## config.mk

```make
export PLATFORM = sky130hd
export DESIGN_NAME = slcan_frame_text_encoder
export DESIGN_NICKNAME = d
export VERILOG_FILES = /design/src/rtl/sftenc_pkg.sv /design/src/rtl/slcan_frame_text_encoder.sv /design/src/rtl/sftenc_front.sv /design/src/rtl/sftenc_fifo.sv /design/src/rtl/sftenc_back.sv
export SDC_FILE = /design/constraint.sdc
export NUM_CORES = 1
export LEC_CHECK = 0
export BUFFER_PORTS_ARGS = -buffer_cell sky130_fd_sc_hd__buf_2
export CAP_MARGIN = 20
export CORE_MARGIN = 8
export CORE_UTILIZATION = 32
export DETAILED_ROUTE_END_ITERATION = 8
export PLACE_DENSITY = 0.49
export SYNTH_ARGS = -nofsm -noshare
export SYNTH_HDL_FRONTEND = slang
export SYNTH_SLANG_ARGS = --single-unit
```

## constraint.sdc

```tcl
create_clock -name clk -period 11.4 [get_ports clk]
set_clock_uncertainty 0.05 [all_clocks]
set_input_delay 0.57 -clock clk [delete_from_list [all_inputs] [get_ports clk]]
set_output_delay 0.57 -clock clk [all_outputs]
set_load 0.02 [all_outputs]
```

## src/rtl/sftenc_pkg.sv

```systemverilog
// ----------------------------------------------------------------------------
// sftenc_pkg
// Shared types, constants and helpers for the serial-line CAN text encoder.
// ----------------------------------------------------------------------------
`default_nettype none

package sftenc_pkg;

  localparam int ID_W        = 29;
  localparam int LEN_W       = 4;
  localparam int BYTE_W      = 8;
  localparam int NUM_BYTES   = 8;
  localparam int CHAR_W      = 7;
  localparam int IN_TDATA_W  = 104;
  localparam int OUT_TDATA_W = 8;
  localparam int FIFO_DEPTH  = 2;

  localparam logic [ID_W-1:0]   STD_ID_MAX = 29'h7FF;
  localparam logic [LEN_W-1:0]  MAX_LEN    = 4'd8;
  localparam logic [CHAR_W-1:0] CHAR_STD   = 7'h74;  // 't'
  localparam logic [CHAR_W-1:0] CHAR_EXT   = 7'h54;  // 'T'
  localparam logic [CHAR_W-1:0] CHAR_ZERO  = 7'h30;  // '0'
  localparam logic [CHAR_W-1:0] CHAR_HEX_A = 7'h41;  // 'A'
  localparam logic [CHAR_W-1:0] CHAR_CR    = 7'h0D;

  // one classified frame, as queued between front and back
  typedef struct packed {
    logic                             ext;
    logic [LEN_W-1:0]                 len;
    logic [ID_W-1:0]                  id;
    logic [NUM_BYTES-1:0][BYTE_W-1:0] data;
  } cmd_t;

  typedef enum logic [2:0] {
    ST_IDLE,
    ST_HEAD,
    ST_ID,
    ST_LEN,
    ST_DATA,
    ST_EOL
  } gen_state_t;

  function automatic logic [CHAR_W-1:0] hex_char(input logic [3:0] nib);
    logic [CHAR_W-1:0] r;
    if (nib < 4'd10) begin
      r = CHAR_ZERO + {3'b000, nib};
    end else begin
      r = CHAR_HEX_A + {3'b000, nib - 4'd10};
    end
    return r;
  endfunction

endpackage

`default_nettype wire

```

## src/rtl/slcan_frame_text_encoder.sv

```systemverilog
// ----------------------------------------------------------------------------
// slcan_frame_text_encoder
// Turns a CAN frame into its serial-line CAN ASCII text line, one character
// per output word.
//
//   channel | dir | tdata (low bit up)                               | tlast
//   s_      | in  | frame_id[28:0], frame_length[32:29],             | -
//           |     | data_byte_0..7 [96:33], zero fill [103:97]       |
//   m_      | out | text_char[6:0], zero fill [7]                    | end_of_line
//
// Each frame yields 6 + 2*len (standard) or 11 + 2*len (extended) words, at
// one word per cycle from the character generator when not stalled; frames
// follow each other with no gap. A frame is taken every cycle while the
// queue has room. Synchronous reset empties the queue and the output stage.
// A stall on the output holds the generator; the front keeps filling the queue meanwhile.
// ----------------------------------------------------------------------------
`default_nettype none

module slcan_frame_text_encoder
  import sftenc_pkg::*;
#(
  parameter int DEPTH = FIFO_DEPTH
) (
  input  wire logic                   clk,
  input  wire logic                   rst,
  input  wire logic                   s_tvalid,
  output logic                        s_tready,
  input  wire logic [IN_TDATA_W-1:0]  s_tdata,   // frame_id, frame_length, data_byte_0..7
  output logic                        m_tvalid,
  input  wire logic                   m_tready,
  output logic [OUT_TDATA_W-1:0]      m_tdata,   // text_char
  output logic                        m_tlast
);

  logic push_valid;
  logic push_ready;
  cmd_t push_cmd;
  logic q_valid;
  logic q_pop;
  cmd_t q_cmd;

  sftenc_front u_front (
    .clk        (clk),
    .rst        (rst),
    .s_tvalid   (s_tvalid),
    .s_tready   (s_tready),
    .s_tdata    (s_tdata),
    .push_valid (push_valid),
    .push_ready (push_ready),
    .push_cmd   (push_cmd)
  );

  sftenc_fifo #(
    .DEPTH (DEPTH)
  ) u_fifo (
    .clk      (clk),
    .rst      (rst),
    .wr_valid (push_valid),
    .wr_ready (push_ready),
    .wr_cmd   (push_cmd),
    .rd_valid (q_valid),
    .rd_pop   (q_pop),
    .rd_cmd   (q_cmd)
  );

  sftenc_back u_back (
    .clk      (clk),
    .rst      (rst),
    .q_valid  (q_valid),
    .q_pop    (q_pop),
    .q_cmd    (q_cmd),
    .m_tvalid (m_tvalid),
    .m_tready (m_tready),
    .m_tdata  (m_tdata),
    .m_tlast  (m_tlast)
  );

endmodule

`default_nettype wire

```

## src/rtl/sftenc_front.sv

```systemverilog
// ----------------------------------------------------------------------------
// sftenc_front
// Accepts frames, picks standard or extended form and clamps the length.
// ----------------------------------------------------------------------------
`default_nettype none

module sftenc_front
  import sftenc_pkg::*;
(
  input  wire logic                  clk,
  input  wire logic                  rst,
  input  wire logic                  s_tvalid,
  output logic                       s_tready,
  input  wire logic [IN_TDATA_W-1:0] s_tdata,
  output logic                       push_valid,
  input  wire logic                  push_ready,
  output cmd_t                       push_cmd
);

  logic hold_valid;
  cmd_t hold_cmd;
  cmd_t cmd_in;
  logic accept;

  always_comb begin
    cmd_in.id   = s_tdata[ID_W-1:0];
    cmd_in.ext  = (s_tdata[ID_W-1:0] > STD_ID_MAX);
    cmd_in.len  = (s_tdata[ID_W +: LEN_W] > MAX_LEN) ? MAX_LEN : s_tdata[ID_W +: LEN_W];
    cmd_in.data = s_tdata[ID_W+LEN_W +: NUM_BYTES*BYTE_W];
  end

  assign s_tready   = !hold_valid || push_ready;
  assign accept     = s_tvalid && s_tready;
  assign push_valid = hold_valid;
  assign push_cmd   = hold_cmd;

  always_ff @(posedge clk) begin
    if (rst) begin
      hold_valid <= 1'b0;
    end else if (accept) begin
      hold_valid <= 1'b1;
    end else if (push_ready) begin
      hold_valid <= 1'b0;
    end
  end

  always_ff @(posedge clk) begin
    if (accept) begin
      hold_cmd <= cmd_in;
    end
  end

endmodule

`default_nettype wire

```

## src/rtl/sftenc_fifo.sv

```systemverilog
// ----------------------------------------------------------------------------
// sftenc_fifo
// Short frame queue between the front and the character generator.
// ----------------------------------------------------------------------------
`default_nettype none

module sftenc_fifo
  import sftenc_pkg::*;
#(
  parameter int DEPTH = FIFO_DEPTH
) (
  input  wire logic clk,
  input  wire logic rst,
  input  wire logic wr_valid,
  output logic      wr_ready,
  input  wire cmd_t wr_cmd,
  output logic      rd_valid,
  input  wire logic rd_pop,
  output cmd_t      rd_cmd
);

  localparam int AW = (DEPTH > 1) ? $clog2(DEPTH) : 1;
  localparam int CW = $clog2(DEPTH + 1);
  localparam logic [AW-1:0] LAST_PTR = AW'(DEPTH - 1);
  localparam logic [CW-1:0] FULL_CNT = CW'(DEPTH);

  cmd_t          mem [DEPTH];
  logic [AW-1:0] wr_ptr;
  logic [AW-1:0] rd_ptr;
  logic [CW-1:0] count;
  logic          do_wr;
  logic          do_rd;

  assign wr_ready = (count != FULL_CNT);
  assign rd_valid = (count != '0);
  assign rd_cmd   = mem[rd_ptr];
  assign do_wr    = wr_valid && wr_ready;
  assign do_rd    = rd_pop && rd_valid;

  always_ff @(posedge clk) begin
    if (rst) begin
      wr_ptr <= '0;
      rd_ptr <= '0;
      count  <= '0;
    end else begin
      if (do_wr) begin
        wr_ptr <= (wr_ptr == LAST_PTR) ? '0 : wr_ptr + 1'b1;
      end
      if (do_rd) begin
        rd_ptr <= (rd_ptr == LAST_PTR) ? '0 : rd_ptr + 1'b1;
      end
      if (do_wr && !do_rd) begin
        count <= count + 1'b1;
      end else if (do_rd && !do_wr) begin
        count <= count - 1'b1;
      end
    end
  end

  always_ff @(posedge clk) begin
    if (do_wr) begin
      mem[wr_ptr] <= wr_cmd;
    end
  end

endmodule

`default_nettype wire

```

## src/rtl/sftenc_back.sv

```systemverilog
// ----------------------------------------------------------------------------
// sftenc_back
// Character generator: walks one queued frame and emits its text line,
// one character per word, through a registered output stage.
// ----------------------------------------------------------------------------
`default_nettype none

module sftenc_back
  import sftenc_pkg::*;
(
  input  wire logic                   clk,
  input  wire logic                   rst,
  input  wire logic                   q_valid,
  output logic                        q_pop,
  input  wire cmd_t                   q_cmd,
  output logic                        m_tvalid,
  input  wire logic                   m_tready,
  output logic [OUT_TDATA_W-1:0]      m_tdata,
  output logic                        m_tlast
);

  gen_state_t        state;
  gen_state_t        state_next;
  cmd_t              cmd;
  logic [3:0]        cnt;
  logic [3:0]        cnt_next;
  logic              step;
  logic              load;
  logic [CHAR_W-1:0] char_cur;
  logic              last_cur;
  logic [CHAR_W-1:0] out_char;
  logic              out_valid;
  logic              out_last;
  logic [31:0]       id_wide;
  logic [3:0]        id_nib;
  logic [BYTE_W-1:0] cur_byte;
  logic [3:0]        data_nib;
  logic              data_done;

  assign step = (state != ST_IDLE) && (!out_valid || m_tready);

  assign id_wide   = {3'b000, cmd.id};
  assign id_nib    = id_wide[{cnt[2:0], 2'b00} +: 4];
  assign cur_byte  = cmd.data[cnt[3:1]];
  assign data_nib  = cnt[0] ? cur_byte[3:0] : cur_byte[7:4];
  // last nibble of the payload is index 2*len-1
  assign data_done = ({1'b0, cnt} == ({cmd.len, 1'b0} - 5'd1));

  // next state
  always_comb begin
    state_next = state;
    case (state)
      ST_IDLE: begin
        if (q_valid) state_next = ST_HEAD;
      end
      ST_HEAD: begin
        if (step) state_next = ST_ID;
      end
      ST_ID: begin
        if (step && cnt == 4'd0) state_next = ST_LEN;
      end
      ST_LEN: begin
        if (step) state_next = (cmd.len == '0) ? ST_EOL : ST_DATA;
      end
      ST_DATA: begin
        if (step && data_done) state_next = ST_EOL;
      end
      ST_EOL: begin
        if (step) state_next = q_valid ? ST_HEAD : ST_IDLE;
      end
      default: state_next = ST_IDLE;
    endcase
  end

  // outputs, counter and queue pop
  always_comb begin
    char_cur = CHAR_CR;
    last_cur = 1'b0;
    cnt_next = cnt;
    load     = 1'b0;
    case (state)
      ST_IDLE: begin
        load = q_valid;
      end
      ST_HEAD: begin
        char_cur = cmd.ext ? CHAR_EXT : CHAR_STD;
        if (step) cnt_next = cmd.ext ? 4'd7 : 4'd2;
      end
      ST_ID: begin
        char_cur = hex_char(id_nib);
        if (step) cnt_next = cnt - 4'd1;
      end
      ST_LEN: begin
        char_cur = CHAR_ZERO + {3'b000, cmd.len};
        if (step) cnt_next = 4'd0;
      end
      ST_DATA: begin
        char_cur = hex_char(data_nib);
        if (step) cnt_next = cnt + 4'd1;
      end
      ST_EOL: begin
        char_cur = CHAR_CR;
        last_cur = 1'b1;
        load     = step && q_valid;
      end
      default: begin
        char_cur = CHAR_CR;
      end
    endcase
  end

  assign q_pop = load;

  always_ff @(posedge clk) begin
    if (rst) begin
      state     <= ST_IDLE;
      out_valid <= 1'b0;
    end else begin
      state <= state_next;
      if (step) begin
        out_valid <= 1'b1;
      end else if (m_tready) begin
        out_valid <= 1'b0;
      end
    end
  end

  always_ff @(posedge clk) begin
    cnt <= cnt_next;
    if (load) begin
      cmd <= q_cmd;
    end
    if (step) begin
      out_char <= char_cur;
      out_last <= last_cur;
    end
  end

  assign m_tvalid = out_valid;
  assign m_tdata  = {1'b0, out_char};
  assign m_tlast  = out_last;

endmodule

`default_nettype wire
```

# Word-level counts from Yosys, hierarchy flattened

Memory sizes are Yosys's and may differ from the RTL's. A register that Yosys moved wholly into a read port is not among the register bits.
Cells that the tools add are included.

Output and inout bits: 11
Word-level logic and storage cells: 116
Input bits: 108
Memories: 1
Flip-flop bits (word level): 119
Bits in writable memories: 196

Reductions and logical operators: 26
Magnitude comparators: 5
Add/sub/neg operators: 14
Shift-type cells: 1
Muxes and demuxes: 34
Equality and inequality tests: 15

Memories:

| name       | depth | bits a word | read ports | clocked after Yosys merged registers in | write ports | RTL line          | text |
|---|---|---|---|---|---|---|---|
| u_fifo.mem | 2     | 98          | 1          | 1                                       | 1           | sftenc_fifo.sv:27 | `cmd_t mem [DEPTH];` |

Operators by type and width:

| kind                                                                   | number |
|---|---|
| 32-bit by 6-bit variable part select with 4-bit output                 | 1 |
| 29-bit by 11-bit > comparator with 1-bit output, second input constant | 1 |
| 7-bit one-hot mux with 4 select lines                                  | 1 |
| 8-bit binary-select mux with 3-bit select                              | 1 |
| 6-bit by 4-bit adder with 7-bit output, first input constant           | 3 |
| 3-bit two-way mux                                                      | 7 |
| 4-bit two-way mux                                                      | 5 |
| 3-bit one-hot mux with 6 select lines                                  | 1 |
| 2-bit by 1-bit != test with 1-bit output, second input constant        | 8 |
| 4-bit one-hot mux with 4 select lines                                  | 1 |
| 7-bit by 4-bit adder with 7-bit output, first input constant           | 2 |
| 7-bit two-way mux                                                      | 2 |
| 1-bit two-way mux                                                      | 11 |
| 1-bit logical AND                                                      | 9 |
| 4-bit logical NOT                                                      | 2 |
| 4-bit < comparator, second input constant                              | 2 |
| 8-bit two-way mux                                                      | 1 |
| 2-bit nonzero test                                                     | 4 |
| 4-bit subtractor, second input constant                                | 2 |
| 3-bit by 2-bit == test with 1-bit output, second input constant        | 2 |
| 3-bit == test, second input constant                                   | 2 |
| 6-bit two-way mux                                                      | 1 |
| 6-bit AND reduction                                                    | 1 |
| 4-bit by 5-bit == test with 1-bit output                               | 1 |
| 18 further kinds                                                       | 24 |

# Longest topological paths before layout

Depth in word-level cells: 9
Mapped depth: 12
Mapped depth without buffers: 9

# By module

From an unflattened synthesis, not the netlist that was laid out.

Cells, all modules: 764
Area total of the unflattened synthesis: 15514.9 µm²

Modules (own cells, without submodules):

| module       | cells each | area an instance (µm²) | instances | sequential area each (µm²) |
|---|---|---|---|---|
| sftenc_fifo  | 329        | 7367.1                 | 1         | 5985.7 |
| sftenc_back  | 322        | 5102.4                 | 1         | 3383.2 |
| sftenc_front | 113        | 3045.4                 | 1         | 2962.8 |

# Worst setup path before layout

OpenSTA, ideal clock, no wires.

Path kind: input to register
Start: input port m_tready
End: register u_fifo.count[1]
Stages on the path: 9
Setup time: 0.070 ns
Path slack: 2.114 ns
Arrival time: 9.166 ns
Path buffers: 0
Data required time: 11.280 ns
Path through: nand2b_1 -> nand2_1 -> mux2_2 -> nor3_1 -> inv_1 -> ha_1 -> xor2_1 -> or3_1 -> a21oi_1

Word-level cells in the longest chain between the ends: 8
Elaborated cells on any way between the ends: 10
Those cells by class: mux: 2; reduce/logical: 8

RTL lines:

| item                                                    | RTL line                       | text |
|---|---|---|
| start: declaration                                      | slcan_frame_text_encoder.sv:30 | `input wire logic m_tready,` |
| 1-bit logical OR (*)                                    | sftenc_back.sv:40              | `assign step = (state != ST_IDLE) && (!out_valid \|\| m_tready);` |
| 1-bit logical AND (*)                                   | sftenc_back.sv:40              |  |
| 1-bit logical AND (*)                                   | sftenc_back.sv:104             | `load = step && q_valid;` |
| 1-bit one-hot mux with 2 select lines (*)               | sftenc_back.sv:81              | `case (state)` |
| net q_pop                                               | slcan_frame_text_encoder.sv:39 | `logic q_pop;` |
| 1-bit logical AND (*)                                   | sftenc_fifo.sv:38              | `assign do_rd = rd_pop && rd_valid;` |
| 1-bit logical NOT                                       | sftenc_fifo.sv:52              | `if (do_wr && !do_rd) begin` |
| 1-bit logical AND                                       | sftenc_fifo.sv:52              |  |
| 2-bit two-way mux or 2-bit nonzero test (tied branches) | n/a                            |  |
| end signal: assignment                                  | sftenc_fifo.sv:53              | `count <= count + 1'b1;` |
| end signal: assignment                                  | sftenc_fifo.sv:55              | `count <= count - 1'b1;` |
| end: declaration                                        | sftenc_fifo.sv:30              | `logic [CW-1:0] count;` |

Mark *: on every way through the listed nets, which the timed path passes. The rest lies on a longest branch.
A chain may end at the register's enable or synchronous reset.

# Worst setup path after layout

Start: register u_back.cnt[1]
End: register u_back.out_char[4] (data pin)

Word-level cells in the longest chain between the ends: 7
Elaborated cells on any way between the ends: 15
Those cells by class: add/sub: 6; order compare: 2; shift: 1; mux: 6

RTL lines:

| item                                                                                           | RTL line           | text |
|---|---|---|
| start: declaration                                                                             | sftenc_back.sv:25  | `logic [3:0] cnt;` |
| start signal: assignment                                                                       | sftenc_back.sv:129 | `cnt <= cnt_next;` |
| parallel branches: the longest is 6 deep, another holds 7-bit by 4-bit adder with 7-bit output | n/a                |  |
| 7-bit one-hot mux with 4 select lines (*)                                                      | sftenc_back.sv:81  |  |
| net u_back.char_cur[4]                                                                         | sftenc_back.sv:29  | `logic [CHAR_W-1:0] char_cur;` |
| end signal: assignment                                                                         | sftenc_back.sv:134 | `out_char <= char_cur;` |
| end: declaration                                                                               | sftenc_back.sv:31  | `logic [CHAR_W-1:0] out_char;` |

Mark *: on every way through the listed nets, which the timed path passes. The select of a mux whose other input is x is not followed.

==> summary by stage <==
Run status
The run finished with clean final reports.

Routing
After the first detailed-routing iteration, the DRC count stood at 312. In the final routed layout, each cell accounts on average for between 15 and 20 um. After detailed routing, the number of remaining DRC violations is 0. The first detailed-routing pass took 4 iterations.

The detailed-route wire length is 28400 um. The routed layout has a little under 7000 vias. The number of nets with antenna violations after detailed routing is 0. The via density per instance is ~4.4.

Logic synthesis
The most instantiated flip-flop cell in the synthesis netlist is edfxtp_1. In this run, synthesis inferred just over 400 flip-flops with an integrated enable. Synthesis produced a netlist whose cell count is approximately 730.

The synthesized cell area is between 0.015 and 0.02 mm2. Counting flops and latches in the post-synthesis netlist gives between 400 and 500. The average instance in the mapped netlist occupies around 21 um2. After synthesis, the netlist uses 50 different library cells. The share of flip-flops with an asynchronous set or reset is 0%.

For this run, the register share of the synthesized area comes to around four fifths. When the netlist entered floorplanning its net count stood at ~850. Yosys printed 0 warnings.

Pwr
For this design the ratio of total power to cell area is approximately 240 mW/mm2. In this run the power spent charging and discharging nets is 1.18 mW. VDD sags by at most around 0.14 mV. The switching share of total power is 27.3%. Cell internal power was estimated by the tool at between 3 and 4 mW. Summed over all cells, the static leakage comes to ~6 nW. Per report_power, the sequential group accounts for between 40% and 50% of the total. The combinational cell fraction of total power is 19.2%. The part of the total power dissipated in the clock network is between 30% and 40%.

Layout
The top cell types in the final layout, fill and taps aside, are 404 x edfxtp_1, 110 x buf_2, 100 x mux2_2. The total number of nets in the final design is roughly 990. The layout overhead on the synthesized area is 17.3%. The number of antenna diodes in the final layout is 0.

The post-route netlist has 33.9% of its cells at a drive strength greater than 1. Leaving out fill and tap cells, the most frequent cell in the layout is edfxtp_1. The final-layout fill cell count is approximately 4400.

Timing
Dividing the final minimum period by the clock period gives a little under a third. The hold violation total from the final report is 0. The setup TNS is 0 ns.

The minimum setup slack in the final design is ~7.8 ns. Setup violations remaining at the end of the flow were counted as 0. For this run, the top clock speed supported by timing is roughly 280 MHz.

The number of pins with negative max-slew slack in the final report is 0. The worst path needs approximately 3.6 ns of the cycle, external delays included. The worst slew margin relative to its limit is about 30%. The worst hold margin is 0.124 ns. Setup repair after global routing left no endpoint under its margin. The measured slew at the worst slew-check pin is between 1 and 1.5 ns.

Placed design
In this run the tool buffered the top-level ports with between 100 and 150 buffer cells. The congestion estimate from routability-driven global placement came to approximately 0.73. Detailed placement finished with a half-perimeter wire length of about 17000 um.

The minimum setup slack after placement is roughly 7.8 ns.

CTS
The level count of the clock H-tree is 2. The CTS tree is done. The clock transition at the registers of the reported paths is approximately 0.06 ns. Counting along the longest clock path gives a buffer depth of 3.

The number of hold buffers added after cts is 0. The CTS sink count is roughly 410. The buffer count from post-CTS setup fixing is 0. At the later pin of the worst-skew pair, clock insertion delay measures around 0.57 ns.

The number of gates resized after CTS was 0. The root buffer cell chosen for the clock tree is clkbuf_16. The number of buffers inserted during clock tree synthesis is 45.

Critical path
Among all stages on the critical path, the largest delay is contributed by edfxtp_1. Of all nets on the critical path, the largest fanout is 13. In this design, the largest share of critical-path delay is due to flip-flops. The element type at the critical path end is a flop. The required time of the critical path is roughly 12 ns. The critical path start-end classification is reg -> reg. Walking the worst path, the cells encountered are buf_4 > mux4_1 > nand2_1 > and3_1 > ha_1 > or3_1 > o211ai_1. On the worst path, the slowest cell contributes a delay of ~1.1 ns. The combined buffer and inverter count along the critical path is 1. The data arrival time of the critical path is ~4 ns. STA classifies the critical path startpoint as a flop.

Hold path
The class of the worst hold path is in -> reg.

Flow run
Across the run, the number of max-cap violations was 0.

GRT
The initial antenna violation count is 0. The total global routing track utilization is between 10% and 20%. Entering global routing, the biggest net connects 56 pins. The via count of the first global-routing pass is around 7300.

The first global-routing pass estimated roughly 44000 um of wire. The overall overflow remaining after global route is 0.

Floorplan
In this run the vertical extent of the chip is approximately 230 um. From left edge to right edge, the die measures 234 um. For this design the top-level I/O count stands at around 120.

The floorplan has 80 rows. The effective utilization at floorplan is about a third. The core region is 0.0474 mm2. The overall die area is about 0.055 mm2.
## power groups by stage
stage	Clock (mW)	Combinational, mW	Sequential, mW
2_1_floorplan	0	0.633	2.16
3_3_place_gp	0	0.843	2.17
3_5_place_dp	0	0.854	2.17
4_1_cts	1.41	0.858	2.14
5_1_grt	1.47	0.919	2.17
6_report	1.35	0.830	2.13
## cell type report
class	instances	area, um2	area share (%)
multi-input cells	278	2780	15.5
well taps	615	769	4.30
repair buffers	120	626	3.49
inverters	10	37.5	0.210
clock buffers	52	1170	6.55
flip-flops and latches	413	12300	68.7
clock inverters	32	214	1.19
## per-stage QoR
| stage | utilization [%] | power, mW | std cells | cell area (um2) |
|---|---|---|---|---|
| floorplan | - | 2.79 | 731 | 15300 |
| global placement | 34.8 | 3.01 | 1436 | 16500 |
| detailed placement | 34.8 | 3.03 | 1436 | 16500 |
| CTS | 37.8 | 4.41 | 1520 | 17900 |
| global route | 37.8 | 4.55 | 1520 | 17900 |
| finish | 37.8 | 4.32 | 1520 | 17900 |
## state kept, by name (all words and copies together), names as in the netlist
| register | count |
|---|---|
| u_fifo.mem | 196 |
| u_back.state | 3 |
| u_fifo.rd_ptr | 1 |
| u_back.m_tvalid | 1 |
| u_back.cnt | 4 |
| u_back.cmd | 98 |
| u_fifo.wr_ptr | 1 |
| u_fifo.count | 2 |
| u_back.m_tlast | 1 |
| u_back.out_char | 7 |
| u_front.push_valid | 1 |
| u_front.push_cmd | 98 |
## layer usage
| layer | up-vias | share of wire (%) | track usage [%] |
|---|---|---|---|
| met4 | 0 | 2.4 | 3.52 |
| met5 | - | 0 | 0 |
| met1 | 3384 | 45 | 13.6 |
| met2 | 121 | 48 | 17.1 |
| met3 | 56 | 4.6 | 2.66 |
| li1 | 3191 | - | - |
## cell usage after synthesis (3+ instances only)
master    instances  share of area [%]
edfxtp_1        404                 79
mux2_2          100                7.4
clkbuf_1         18               0.44
nand2_1          15               0.37
mux4_1           13                2.2
nor2_1           12               0.29
nor2b_1          11               0.45
o21ai_0          11               0.36
inv_1            10               0.25
mux2i_1          10               0.66
mux4_2           10                1.5
dfxtp_1           9                1.2
a21oi_1           8               0.26
ha_1              8               0.66
nand2b_1          8               0.33
xnor2_1           8               0.46
xor2_1            8               0.46
nor3_1            6               0.20
a21o_1            5               0.25
buf_1             5               0.12
nand3_1           5               0.16
a22oi_1           3               0.15
and3_1            3               0.12
nor4_1            3               0.12
or3_1             3               0.12
## path summary, 6_finish.rpt
kind	startpoint	endpoint	depth (start not counted)	slack [ns]
max	u_back.cnt[1]	u_back.out_char[4]	7	7.84
min	s_tdata[7]	u_front.push_cmd[71]	1	0.12
max reg2reg	u_back.cnt[1]	u_back.out_char[4]	7	7.84
min reg2reg	u_front.push_cmd[5]	u_fifo.mem[1][5]	0	0.38
## cells by family (layout without fill, tap and decap cells)
logic type	after synthesis	after routing	share of synthesized area (%)
adders and majority gates	9	9	0.786
other	1	1	0.0245
AOI/OAI and AO/OA	44	44	1.97
muxes	133	133	11.7
and+or+nand+nor	75	75	2.63
DFF	413	413	80.6
buffers and inverters	40	214	1.35
xor gates and xnor gates	16	16	0.917
No activity file was read; power rests on OpenSTA's default activity.
